### config.mk
export PLATFORM = sky130hd
export DESIGN_NAME = note_and_gate_pulse_driver
export DESIGN_NICKNAME = d
export VERILOG_FILES = /design/src/design/ngpd_pkg.sv /design/src/design/ngpd_front.sv /design/src/design/ngpd_queue.sv /design/src/design/ngpd_back.sv /design/src/design/note_and_gate_pulse_driver.sv
export SDC_FILE = /design/constraint.sdc
export NUM_CORES = 1
export LEC_CHECK = 0
export BUFFER_PORTS_ARGS = -buffer_cell sky130_fd_sc_hd__buf_2
export CAP_MARGIN = 5
export CELL_PAD_IN_SITES_DETAIL_PLACEMENT = 0
export CELL_PAD_IN_SITES_GLOBAL_PLACEMENT = 1
export CORE_ASPECT_RATIO = 0.7
export CORE_MARGIN = 2
export CORE_UTILIZATION = 48
export CTS_CLUSTER_SIZE = 16
export DETAILED_ROUTE_END_ITERATION = 10
export GPL_ROUTABILITY_DRIVEN = 1
export HOLD_SLACK_MARGIN = 0.02
export PLACE_DENSITY_LB_ADDON = 0.1
export SLEW_MARGIN = 20
export SYNTH_ARGS = -nofsm -noshare
export SYNTH_HDL_FRONTEND = slang
export SYNTH_SLANG_ARGS = --single-unit
### constraint.sdc
create_clock -name clk -period 3.3 [get_ports clk]
set_input_delay 0.66 -clock clk [delete_from_list [all_inputs] [get_ports clk]]
set_output_delay 0.66 -clock clk [all_outputs]
set_load 0.05 [all_outputs]
### src/design/ngpd_pkg.sv
// Shared types and constants of the note and gate pulse driver.
// No dependencies; used by every module of the block.
package ngpd_pkg;

	// Defaults of the block parameters
	localparam int CHANNELS_DEF   = 12;
	localparam int COUNT_BITS_DEF = 10;
	localparam int CV_BITS_DEF    = 10;

	// Fixed field widths
	localparam int NOTE_W      = 7;
	localparam int PULSE_W     = 10;
	localparam int CV_W        = 10;
	localparam int OUT_LINES   = 12;
	localparam int CH_FIELD_W  = 5;   // holds any channel index up to 31
	localparam int QUEUE_DEPTH = 2;

	// Register reset values
	localparam logic [NOTE_W-1:0]  NOTE_BASE_RST   = 7'd36;
	localparam logic [PULSE_W-1:0] PULSE_TICKS_RST = 10'd30;

	// Register indexes
	localparam logic [0:0] REG_NOTE_BASE   = 1'b0;
	localparam logic [0:0] REG_PULSE_TICKS = 1'b1;

	// Note kinds
	localparam logic NOTE_ON = 1'b1;

	// Input action codes
	typedef enum logic [1:0] {
		ACT_TICK = 2'd0,
		ACT_NOTE = 2'd1,
		ACT_CV   = 2'd2
	} action_t;

	// Classified operation handed from front to back
	typedef enum logic [1:0] {
		OP_IDLE,
		OP_TICK,
		OP_NOTE,
		OP_GATE
	} op_kind_t;

	typedef struct packed {
		op_kind_t              kind;
		logic                  fire;
		logic [CH_FIELD_W-1:0] ch;
		logic [NOTE_W-1:0]     note;
		logic [NOTE_W-1:0]     vel;
	} op_t;

endpackage

### src/design/ngpd_front.sv
// Front end: classifies each input word into a tick, note update or channel fire.
// Keeps the prior gate level for edge detection. Depends on ngpd_pkg.
module ngpd_front #(
	parameter int CHANNELS = ngpd_pkg::CHANNELS_DEF,
	parameter int CV_BITS  = ngpd_pkg::CV_BITS_DEF
) (
	input  logic                          clk,
	input  logic                          arst_n,
	input  logic                          accept,
	input  logic [1:0]                    action,
	input  logic                          note_kind,
	input  logic [ngpd_pkg::NOTE_W-1:0]   note_number,
	input  logic [ngpd_pkg::NOTE_W-1:0]   velocity,
	input  logic [ngpd_pkg::CV_W-1:0]     cv_level,
	input  logic                          gate_level,
	input  logic [ngpd_pkg::NOTE_W-1:0]   note_base,
	output ngpd_pkg::op_t                 op
);

	localparam int PROD_W = CV_BITS + 6;

	logic                prior_gate_q;
	logic [CV_BITS-1:0]  cv_m;
	logic [PROD_W-1:0]   prod;
	logic [7:0]          diff;
	logic                note_on;
	logic                in_window;

	// Classify the word
	always_comb begin
		cv_m      = CV_BITS'(cv_level);
		prod      = PROD_W'(cv_m) * PROD_W'(CHANNELS);
		diff      = {1'b0, note_number} - {1'b0, note_base};
		note_on   = (note_kind == ngpd_pkg::NOTE_ON) && (velocity != '0);
		in_window = !diff[7] && (diff < 8'(CHANNELS));
		op.kind   = ngpd_pkg::OP_IDLE;
		op.fire   = 1'b0;
		op.ch     = '0;
		op.note   = note_number;
		op.vel    = note_on ? velocity : '0;
		unique case (action)
			ngpd_pkg::ACT_TICK: begin
				op.kind = ngpd_pkg::OP_TICK;
			end
			ngpd_pkg::ACT_NOTE: begin
				op.kind = ngpd_pkg::OP_NOTE;
				op.fire = note_on && in_window;
				op.ch   = ngpd_pkg::CH_FIELD_W'(diff);
			end
			ngpd_pkg::ACT_CV: begin
				op.kind = ngpd_pkg::OP_GATE;
				op.fire = prior_gate_q && !gate_level;
				op.ch   = ngpd_pkg::CH_FIELD_W'(prod >> CV_BITS);
			end
			default: begin
				op.kind = ngpd_pkg::OP_IDLE;
			end
		endcase
	end

	// Track the gate level of each cv word
	always_ff @(posedge clk or negedge arst_n) begin
		if (!arst_n) begin
			prior_gate_q <= 1'b1;
		end else if (accept && (action == ngpd_pkg::ACT_CV)) begin
			prior_gate_q <= gate_level;
		end
	end

endmodule

### src/design/ngpd_queue.sv
// Two-entry queue between the front end and the back end.
// Depends on ngpd_pkg for the operation word type.
module ngpd_queue (
	input  logic          clk,
	input  logic          arst_n,
	input  logic          push,
	input  ngpd_pkg::op_t wr_data,
	input  logic          pop,
	output logic          full,
	output logic          rd_valid,
	output ngpd_pkg::op_t rd_data
);

	localparam int PTR_W = $clog2(ngpd_pkg::QUEUE_DEPTH);
	localparam int CNT_W = $clog2(ngpd_pkg::QUEUE_DEPTH + 1);

	ngpd_pkg::op_t     slot_q [ngpd_pkg::QUEUE_DEPTH];
	logic [PTR_W-1:0]  wr_ptr_q;
	logic [PTR_W-1:0]  rd_ptr_q;
	logic [CNT_W-1:0]  count_q;

	assign full     = (count_q == CNT_W'(ngpd_pkg::QUEUE_DEPTH));
	assign rd_valid = (count_q != '0);
	assign rd_data  = slot_q[rd_ptr_q];

	// Store pushed words
	always_ff @(posedge clk) begin
		if (push) begin
			slot_q[wr_ptr_q] <= wr_data;
		end
	end

	// Advance pointers and fill count
	always_ff @(posedge clk or negedge arst_n) begin
		if (!arst_n) begin
			wr_ptr_q <= '0;
			rd_ptr_q <= '0;
			count_q  <= '0;
		end else begin
			if (push) begin
				wr_ptr_q <= wr_ptr_q + 1'b1;
			end
			if (pop) begin
				rd_ptr_q <= rd_ptr_q + 1'b1;
			end
			if (push && !pop) begin
				count_q <= count_q + 1'b1;
			end else if (pop && !push) begin
				count_q <= count_q - 1'b1;
			end
		end
	end

endmodule

### src/design/ngpd_back.sv
// Back end: runs the channel countdowns, holds the latest note and
// registers one result word per operation. Depends on ngpd_pkg.
module ngpd_back #(
	parameter int CHANNELS   = ngpd_pkg::CHANNELS_DEF,
	parameter int COUNT_BITS = ngpd_pkg::COUNT_BITS_DEF
) (
	input  logic                             clk,
	input  logic                             arst_n,
	input  logic                             ent_valid,
	input  ngpd_pkg::op_t                    ent,
	input  logic [ngpd_pkg::PULSE_W-1:0]     pulse_ticks,
	input  logic                             out_stall,
	output logic                             pop,
	output logic                             out_valid,
	output logic [ngpd_pkg::OUT_LINES-1:0]   drive_lines,
	output logic                             note_seen,
	output logic [ngpd_pkg::NOTE_W-1:0]      recent_note,
	output logic [ngpd_pkg::NOTE_W-1:0]      recent_velocity
);

	localparam logic [COUNT_BITS-1:0] COUNT_MAX = '1;

	logic [COUNT_BITS-1:0]          cnt_q [CHANNELS];
	logic [COUNT_BITS-1:0]          cnt_d [CHANNELS];
	logic [COUNT_BITS-1:0]          load;
	logic [15:0]                    pulse_wide;
	logic [ngpd_pkg::OUT_LINES-1:0] lines_d;
	logic                           seen_q;
	logic [ngpd_pkg::NOTE_W-1:0]    note_q;
	logic [ngpd_pkg::NOTE_W-1:0]    vel_q;
	logic                           seen_d;
	logic [ngpd_pkg::NOTE_W-1:0]    note_d;
	logic [ngpd_pkg::NOTE_W-1:0]    vel_d;
	logic                           out_valid_q;
	logic [ngpd_pkg::OUT_LINES-1:0] lines_q;
	logic                           seen_out_q;
	logic [ngpd_pkg::NOTE_W-1:0]    note_out_q;
	logic [ngpd_pkg::NOTE_W-1:0]    vel_out_q;

	// Take a word whenever the result register is free or being emptied
	assign pop = ent_valid && (!out_valid_q || !out_stall);

	// Saturate the pulse length to the counter
	always_comb begin
		pulse_wide = 16'(pulse_ticks);
		load = (pulse_wide > 16'(COUNT_MAX)) ? COUNT_MAX : COUNT_BITS'(pulse_wide);
	end

	// Next countdown of every channel
	always_comb begin
		for (int i = 0; i < CHANNELS; i++) begin
			cnt_d[i] = cnt_q[i];
			if ((ent.kind == ngpd_pkg::OP_TICK) && (cnt_q[i] != '0)) begin
				cnt_d[i] = cnt_q[i] - 1'b1;
			end
			if (ent.fire && (ent.ch == ngpd_pkg::CH_FIELD_W'(i))) begin
				cnt_d[i] = load;
			end
		end
	end

	// Visible lines: only the first twelve channels
	for (genvar gi = 0; gi < ngpd_pkg::OUT_LINES; gi++) begin : g_line
		if (gi < CHANNELS) begin : g_used
			assign lines_d[gi] = (cnt_d[gi] != '0);
		end else begin : g_none
			assign lines_d[gi] = 1'b0;
		end
	end

	// Next note store
	always_comb begin
		seen_d = seen_q;
		note_d = note_q;
		vel_d  = vel_q;
		if (ent.kind == ngpd_pkg::OP_NOTE) begin
			seen_d = 1'b1;
			note_d = ent.note;
			vel_d  = ent.vel;
		end
	end

	// Hold channel and note state
	always_ff @(posedge clk or negedge arst_n) begin
		if (!arst_n) begin
			for (int i = 0; i < CHANNELS; i++) begin
				cnt_q[i] <= '0;
			end
			seen_q <= 1'b0;
			note_q <= '0;
			vel_q  <= '0;
		end else if (pop) begin
			for (int i = 0; i < CHANNELS; i++) begin
				cnt_q[i] <= cnt_d[i];
			end
			seen_q <= seen_d;
			note_q <= note_d;
			vel_q  <= vel_d;
		end
	end

	// Result valid flag
	always_ff @(posedge clk or negedge arst_n) begin
		if (!arst_n) begin
			out_valid_q <= 1'b0;
		end else if (pop) begin
			out_valid_q <= 1'b1;
		end else if (!out_stall) begin
			out_valid_q <= 1'b0;
		end
	end

	// Result payload
	always_ff @(posedge clk) begin
		if (pop) begin
			lines_q    <= lines_d;
			seen_out_q <= seen_d;
			note_out_q <= note_d;
			vel_out_q  <= vel_d;
		end
	end

	assign out_valid       = out_valid_q;
	assign drive_lines     = lines_q;
	assign note_seen       = seen_out_q;
	assign recent_note     = note_out_q;
	assign recent_velocity = vel_out_q;

endmodule

### src/design/note_and_gate_pulse_driver.sv
// Note and gate pulse driver: a bank of one-shot outputs fired by note
// messages and falling gate edges. Depends on ngpd_pkg and the ngpd_* modules.
//
// Use:
//   Input words (in_valid / in_stall) are a millisecond tick, a note message
//   or a cv and gate sample. Each accepted word gives exactly one result word
//   (out_valid / out_stall) with the line, note-seen and latest note state
//   after that word. The configuration port (cfg_valid / cfg_ready, always
//   ready) writes note_base (index 0) and pulse_ticks (index 1); the user must
//   write them only while idle, and the block itself does not enforce this.
//   A word is held in a queue entry and then in the result register.
//   Throughput: one word per cycle; the front end classifies, a two-entry
//   queue decouples it from the back end, which updates all countdowns at once.
//   While the receiver stalls the result register holds, the back end stops
//   and the queue fills; in_stall rises once both queue entries are taken.
//   Reset clears all countdowns, the note store and seen flag,
//   sets the prior gate level high and loads note_base 36, pulse_ticks 30.
module note_and_gate_pulse_driver #(
	parameter int CHANNELS   = ngpd_pkg::CHANNELS_DEF,
	parameter int COUNT_BITS = ngpd_pkg::COUNT_BITS_DEF,
	parameter int CV_BITS    = ngpd_pkg::CV_BITS_DEF
) (
	input  logic                             clk,
	input  logic                             arst_n,
	input  logic                             in_valid,
	output logic                             in_stall,
	input  logic [1:0]                       action,
	input  logic                             note_kind,
	input  logic [ngpd_pkg::NOTE_W-1:0]      note_number,
	input  logic [ngpd_pkg::NOTE_W-1:0]      velocity,
	input  logic [ngpd_pkg::CV_W-1:0]        cv_level,
	input  logic                             gate_level,
	output logic                             out_valid,
	input  logic                             out_stall,
	output logic [ngpd_pkg::OUT_LINES-1:0]   drive_lines,
	output logic                             note_seen,
	output logic [ngpd_pkg::NOTE_W-1:0]      recent_note,
	output logic [ngpd_pkg::NOTE_W-1:0]      recent_velocity,
	input  logic                             cfg_valid,
	output logic                             cfg_ready,
	input  logic [0:0]                       cfg_index,
	input  logic [ngpd_pkg::PULSE_W-1:0]     cfg_data
);

	logic                          accept;
	logic                          q_full;
	logic                          q_valid;
	logic                          q_pop;
	ngpd_pkg::op_t                 front_op;
	ngpd_pkg::op_t                 q_op;
	logic [ngpd_pkg::NOTE_W-1:0]   note_base_q;
	logic [ngpd_pkg::PULSE_W-1:0]  pulse_ticks_q;

	assign cfg_ready = 1'b1;
	assign in_stall  = q_full;
	assign accept    = in_valid && !q_full;

	// Configuration registers
	always_ff @(posedge clk or negedge arst_n) begin
		if (!arst_n) begin
			note_base_q   <= ngpd_pkg::NOTE_BASE_RST;
			pulse_ticks_q <= ngpd_pkg::PULSE_TICKS_RST;
		end else if (cfg_valid && cfg_ready) begin
			unique case (cfg_index)
				ngpd_pkg::REG_NOTE_BASE: begin
					note_base_q <= cfg_data[ngpd_pkg::NOTE_W-1:0];
				end
				ngpd_pkg::REG_PULSE_TICKS: begin
					pulse_ticks_q <= cfg_data;
				end
				default: begin
					note_base_q <= note_base_q;
				end
			endcase
		end
	end

	ngpd_front #(
		.CHANNELS (CHANNELS),
		.CV_BITS  (CV_BITS)
	) u_front (
		.clk         (clk),
		.arst_n      (arst_n),
		.accept      (accept),
		.action      (action),
		.note_kind   (note_kind),
		.note_number (note_number),
		.velocity    (velocity),
		.cv_level    (cv_level),
		.gate_level  (gate_level),
		.note_base   (note_base_q),
		.op          (front_op)
	);

	ngpd_queue u_queue (
		.clk      (clk),
		.arst_n   (arst_n),
		.push     (accept),
		.wr_data  (front_op),
		.pop      (q_pop),
		.full     (q_full),
		.rd_valid (q_valid),
		.rd_data  (q_op)
	);

	ngpd_back #(
		.CHANNELS   (CHANNELS),
		.COUNT_BITS (COUNT_BITS)
	) u_back (
		.clk             (clk),
		.arst_n          (arst_n),
		.ent_valid       (q_valid),
		.ent             (q_op),
		.pulse_ticks     (pulse_ticks_q),
		.out_stall       (out_stall),
		.pop             (q_pop),
		.out_valid       (out_valid),
		.drive_lines     (drive_lines),
		.note_seen       (note_seen),
		.recent_note     (recent_note),
		.recent_velocity (recent_velocity)
	);

endmodule

==> results of run 1 <==
==> cell usage in the layout, fill, tap and decap left out, types with 7 or more instances in the layout <==
cell / count
a21o_1: 8
a21oi_1: 126
a22oi_1: 13
a31oi_1: 19
and2_1: 12
buf_2: 71
buf_4: 53
bufinv_16: 7
clkbuf_16: 25
dfrtp_1: 151
dfstp_2: 7
edfxtp_1: 71
ha_1: 33
inv_1: 50
mux2_2: 29
mux2i_1: 44
nand2_1: 199
nand3_1: 18
nand4_1: 18
nor2_1: 145
nor2b_1: 7
nor3_1: 43
nor3b_1: 13
nor4_1: 33
o211ai_1: 11
o21ai_0: 140
o22ai_1: 25
o31ai_1: 9
o41ai_1: 10
or2_2: 15
or3_1: 15
or4_1: 15
xnor2_1: 29
xor2_1: 19
==> through the flow <==
stage / std cells / util, % / area, µm² / setup WS [ns] / hold slack [ns]
floorplan: 1536 / - / 13800 / 0.186 / 0.364
global placement: 1949 / 52.6 / 14700 / 0.314 / 0.447
detailed placement: 1949 / 52.6 / 14700 / 0.261 / 0.447
CTS: 1994 / 55.9 / 15700 / 0.190 / 0.148
global route: 1994 / 55.9 / 15700 / 0.0300 / 0.173
finish: 1994 / 55.9 / 15700 / 0.223 / 0.141
==> worst register-to-register path: cells and delay by family (launching register included) <==
family,cells,cell delay (ns)
buffers and inverters,1,0.11
AO/OA/AOI/OAI,3,1.00
flip-flops,1,0.42
adder cells (fa/ha/maj),1,0.25
AND/OR/NAND/NOR,4,1.05
==> worst max-delay path by stage <==
stage               depth (start not counted)               endpoint  slack [ns]
finish                                      9  u_back.drive_lines[7]        0.22
global route                                9  u_back.drive_lines[8]        0.03
CTS                                         9  u_back.drive_lines[9]        0.19
detailed placement                          7  u_back.drive_lines[1]        0.26
global placement                            8  u_back.drive_lines[5]        0.31
floorplan                                   7  u_back.drive_lines[0]        0.19
==> layout make-up <==
class	count	area share, %
clock buffers	27	4.11
well taps	371	2.96
inverters	51	1.23
flip-flops and latches	229	38.9
multi-input cells	1169	45.7
repair buffers	129	5.39
clock inverters	18	1.73
==> where the power goes <==
group / total (mW) / switching, mW / internal, mW
clock: 3.17 / 1.22 / 1.95
combinational: 6.27 / 3.94 / 2.33
sequential: 5.18 / 1.13 / 4.06
==> metal layers <==
metal  up-vias  part of all wire [%]  GRT usage [%]
met5         -                     0              0
met4         0                   2.1           5.61
met3        65                   8.6           5.11
met2       484                    40           37.4
met1      5750                    49           42.9
li1       5773                     -              -
==> sequential cells by signal, indices dropped and copies added, names as in the netlist, 2 cells and up <==
register	count
u_back.recent_velocity	7
pulse_ticks_q	10
u_queue.count_q	2
u_back.recent_note	7
u_back.cnt_q	120
u_back.note_q	7
u_back.drive_lines	12
u_back.vel_q	7
u_queue.slot_q	44
note_base_q	7
==> kinds of logic after synthesis <==
| logic type | count (synthesis) | share of synthesized area (%) |
|---|---|---|
| adder cells (fa/ha/maj) | 34 | 3.14 |
| buffers and inverters | 138 | 4.05 |
| AO/OA/AOI/OAI | 428 | 19.0 |
| other | 1 | 0.0272 |
| AND/OR/NAND/NOR | 585 | 21.0 |
| multiplexers | 73 | 5.57 |
| flip-flops | 229 | 44.2 |
| XOR/XNOR | 48 | 3.05 |
==> repair_timing <==
action	4_1_cts	5_1_grt
resized for setup	0	1
setup endpoints to repair	0	6
hold endpoints to repair	0	0
==> results.yml, run 1 <==
job:
  cap_viol_max_count: 0
clock_tree:
  tritoncts.num_buffers: 25
  cts_root_buf: "clkbuf_16"
  clk_path_buf_depth: 3
  number_of_clock_sinks_seen_by_cts: 229
  h_tree_depth: 1
  cts_post_setup_buffers_inserted: 0
  cts_tree: "built"
  insertion_delay_ns: 0.54
  cts.hold.buffers_added: 0
  cts.reportedPaths.clkPinSlew_ns: 0.06
worst_setup_path:
  cpMaxStageDelayCell: "or4b_2"
  rr_startpoint: "u_back.cnt_q[40]"
  timing.critical_path.buf_inv: 1
  cp_slowest_stage_delay_ns: 0.68
  r2r_cells: 9
  critical_path_class: "reg -> reg"
  timing.critical_path.mode_cell: "nand4_1"
  reg2reg_setup_slack_ns: 0.22
  crit_family: "simple AND/OR/NAND/NOR gates"
  crit_path_start: "u_back.cnt_q[40]"
  critical_path.cell_chain: "inv_1, ha_1, or4b_2, o32ai_4, nor2_1, a22oi_1, nand4_1, a2111oi_1, nand4_1"
  crit_path_end_kind: "flop"
  capture_instance_of_the_worst_register_to_register_path: "u_back.drive_lines[7]"
  worstPathArrival_ns: 3.35
  cp_data_required_time_ns: 3.57
  worst-path-max-fanout: 9
  cp-start-kind: "flop"
synthesis:
  synth_cells: 1536
  most_frequent_cell_after_synthesis: "nand2_1"
  synth_seq_area_share_pct: 44.2
  async_reset_ff_share_pct: 69.0
  post_synth.cell_area_avg_um2: 8.97
  syn-num-nets: 1614
  synthDistinctLibCells: 83
  synth_seq_cells: 229
  number_of_enable_flip_flop_cells_after_synthesis: 71
  synthDominantCellAreaShare_pct: 27.4
  synth_top_flop_cell: "dfrtp_1"
  post_synth_instance_area_um2: 13800
  yosys_warnings: 0
  synth.top_cells.by_area: "dfrtp_1, edfxtp_1, nand2_1, o21ai_0, a21oi_1"
  synth_top_area_cell: "dfrtp_1"
  netlist_top_cells_count: "nand2_1, dfrtp_1, nor2_1, o21ai_0, a21oi_1"
power:
  cellLeakagePower_nw: 6.45
  pwr_per_cell_area_nw_per_um2: 934
  total_power_mw: 14.6
  worst_ir_drop_vdd_mv: 0.483
routing:
  finalWirelength_mm: 39.7
  first_pass_iters: 6
  dr.first_iter.drc_count: 1294
  via_per_inst: 6.05
  drtAntennaViolNets: 0
  wl_per_cell_um: 19.9
  route.detailed.drc: 0
  detailroute.via_count: 12072
timing:
  setup_tns_ns: 0
  finalWorstPathRequiredPeriod_ns: 3.08
  fin_skew_ns: 0.00865
  worst-slew-pin-transition_ns: 0.954
  maxSlewHeadroom_pct: 36.4
  rsz0062_at_grt: "no"
  max_freq_ghz: 0.325
  final-setup-viol-count: 0
  final.period_utilization_pct: 93.2
  report.final.slew_viol_count: 0
  timing.final.hold_violations: 0
cells_and_area:
  post_route_cells_drive_above_1_share_pct: 15.5
  diodes: 0
  nets: 1683
  syn_to_final_growth_pct: 13.6
  area.sequential_um2: 6090
  multi_input_comb_area_um2: 7150
  fill_cells: 2520
hold_path:
  hold_path.class: "in -> async"
floorplanning:
  core_area_um2: 28000
  fp.dieArea_um2: 30100
  die_y_um: 146
  die_x_um: 207
  row_count: 51
  initial_utilization_pct: 49.2
  design.portCount: 74
placement:
  detailedPlacementHpwl_mm: 27.2
  numPortBuffers: 72
  place_congestion: 0.877
grt:
  grt_overflow_total: 0
  global_route.usage.total_pct: 26.9
  antenna_found_initial: 0
  via_count_of_the_first_global_routing_pass: 11264
  grt_max_degree: 88
  grt_first_pass_wirelength_mm: 64.1
outcome:
  run_status: "complete, no violations"
(Power assumes the default switching activity.)
==> run 2, diff against run 1 <==
- CELL_PAD_IN_SITES_DETAIL_PLACEMENT: 0 -> 1
- CELL_PAD_IN_SITES_GLOBAL_PLACEMENT: 1 -> 2
- CORE_ASPECT_RATIO: 0.7 -> 1.4
- CORE_UTILIZATION: 48 -> 39
==> results.yml, run 2 (synthesized netlist as in run 1, its figures left out) <==
outcome:
  run_status: "complete, no violations"
clock_tree:
  clk_path_buf_depth: 3
  insertion_delay_ns: 0.56
  number_of_clock_sinks_seen_by_cts: 229
  cts_root_buf: "clkbuf_16"
  cts.reportedPaths.clkPinSlew_ns: 0.06
  tritoncts.num_buffers: 26
  h_tree_depth: 1
  cts_tree: "built"
  cts.hold.buffers_added: 0
timing:
  timing.final.hold_violations: 0
  fin_skew_ns: 0.0191
  rsz0062_at_grt: "no"
  final.period_utilization_pct: 93.9
  maxSlewHeadroom_pct: 31.0
  finalWorstPathRequiredPeriod_ns: 3.10
  setup_tns_ns: 0
  worst-slew-pin-transition_ns: 1.04
  report.final.slew_viol_count: 0
  whs_ns: 0.105
  final-setup-viol-count: 0
  max_freq_ghz: 0.323
routing:
  dr.first_iter.drc_count: 620
  first_pass_iters: 5
  detailroute.via_count: 11951
  met2WireLength_mm: 22.2
  wl_per_cell_um: 20.9
  wl_met3_mm: 1.24
  drtAntennaViolNets: 0
  via_per_inst: 5.74
  finalWirelength_mm: 43.5
  route.detailed.drc: 0
  m1WireLength_mm: 18.8
  top_signal_layer_used: "met4"
worst_setup_path:
  crit_path_end_kind: "flop"
  cp_data_required_time_ns: 3.59
  worstPathArrival_ns: 3.39
  cp-start-kind: "flop"
  critical_path_class: "reg -> reg"
  worst-path-max-fanout: 7
floorplanning:
  fp.dieArea_um2: 36900
  core_area_um2: 34900
  initial_utilization_pct: 39.5
  die_y_um: 226
  die_x_um: 163
  design.portCount: 74
  row_count: 81
power:
  power_frac_clock_pct: 20.9
  worst_ir_drop_vdd_mv: 0.463
  pwr_per_cell_area_nw_per_um2: 921
  internal_power_mw: 8.14
  total_power_mw: 14.5
  power_switching_mw: 6.38
  combPwrFrac_pct: 43.0
  power_switching_share_pct: 43.9
  cellLeakagePower_nw: 6.44
  power_frac_seq_pct: 36.1
grt:
  via_count_of_the_first_global_routing_pass: 12679
  grt_max_degree: 168
  grt_overflow_total: 0
  grt_first_pass_wirelength_mm: 70.1
  antenna_found_initial: 0
  global_route.usage.total_pct: 24.1
placement:
  numPortBuffers: 72
  detailedPlacementHpwl_mm: 29.9
  placed_instance_area_um2: 14800
  place_congestion: 0.825
hold_path:
  hold_path.class: "in -> async"
cells_and_area:
  layout.cells.most_common: "nand2_1"
  syn_to_final_growth_pct: 14.4
  finalInstanceArea_um2: 15800
  layout.cells.most_common_list: "nand2_1, dfrtp_1, nor2_1, o21ai_0, a21oi_1"
  largest_reg_flops: 120
  diodes: 0
  nets: 1683
  largest-register: "u_back.cnt_q"
  final_core_utilization_pct: 45.2
  post_route_cells_drive_above_1_share_pct: 15.8
job:
  cap_viol_max_count: 0
[run 2: cell count changes in the layout (fill, tap and decap cells not counted), moves of 2 or more]
| cell | before | now |
|---|---|---|
| clkbuf_1 | 1 | 3 |
| clkbuf_16 | 25 | 28 |
| bufinv_16 | 7 | 2 |
| o32ai_4 | 1 | 3 |
| clkinvlp_4 | 1 | 3 |
| o32ai_2 | 3 | 1 |
| clkinv_2 | 5 | 7 |
| clkinv_1 | 4 | 0 |
[run 2: power groups by stage]
stage	logic [mW]	clock network, mW	registers [mW]
2_1_floorplan	4.26	0	5.22
3_3_place_gp	6.12	0	5.23
3_5_place_dp	6.25	0	5.26
4_1_cts	6.28	3.12	5.22
5_1_grt	7.00	3.21	5.41
6_report	6.25	3.03	5.24
[run 2: final cells by class]
class,count,area [µm²]
Multi-Input combinational cell,1169,7180
Sequential cell,229,6090
Clock buffer,33,739
Fill cell,4079,19100
Tap cell,456,571
Inverter,51,193
Clock inverter,15,155
Timing Repair Buffer,128,837
[run 2: stage by stage]
stage	setup WS [ns]	std cells
floorplan	0.186	1536
global placement	0.212	2032
detailed placement	0.160	2032
CTS	0.147	2080
global route	0.00744	2081
finish	0.202	2081
[run 2: final timing paths]
check	slack [ns]	startpoint	to	cells after the start
max reg2reg	0.20	u_back.cnt_q[40]	u_back.drive_lines[7]	9
max in group asynchronous	2.31	arst_n	u_back.note_q[2]	2
min in group clk	0.31	note_number[0]	u_queue.slot_q[0][7]	1
min	0.10	arst_n	u_back.cnt_q[97]	1
min reg2reg	0.46	u_back.seen_q	u_back.seen_q	1
max	0.20	u_back.cnt_q[40]	u_back.drive_lines[7]	9
[run 2: critical path, stage by stage (launching register included)]
cell       delay (ns)
dfrtp_1          0.42
inv_1            0.11
ha_1             0.25
or4b_2           0.68
o32ai_4          0.42
nor2_1           0.11
a22oi_1          0.19
nand4_1          0.12
a2111oi_1        0.39
nand4_1          0.14
[run 2: repair_timing]
| action | CTS | global route |
|---|---|---|
| endpoints found under the setup margin | 0 | 3 |
| gates resized for setup | 0 | 4 |
| hold endpoints to repair | 0 | 0 |
| buffers inserted | 0 | 1 |
[run 2: routing by layer]
metal  global-route usage [%]  vias to the layer above
li1                         -                     5765
met1                     29.8                     5957
met2                     43.8                      161
met3                     2.54                       68
met4                     7.68                        0
met5                        0                        -
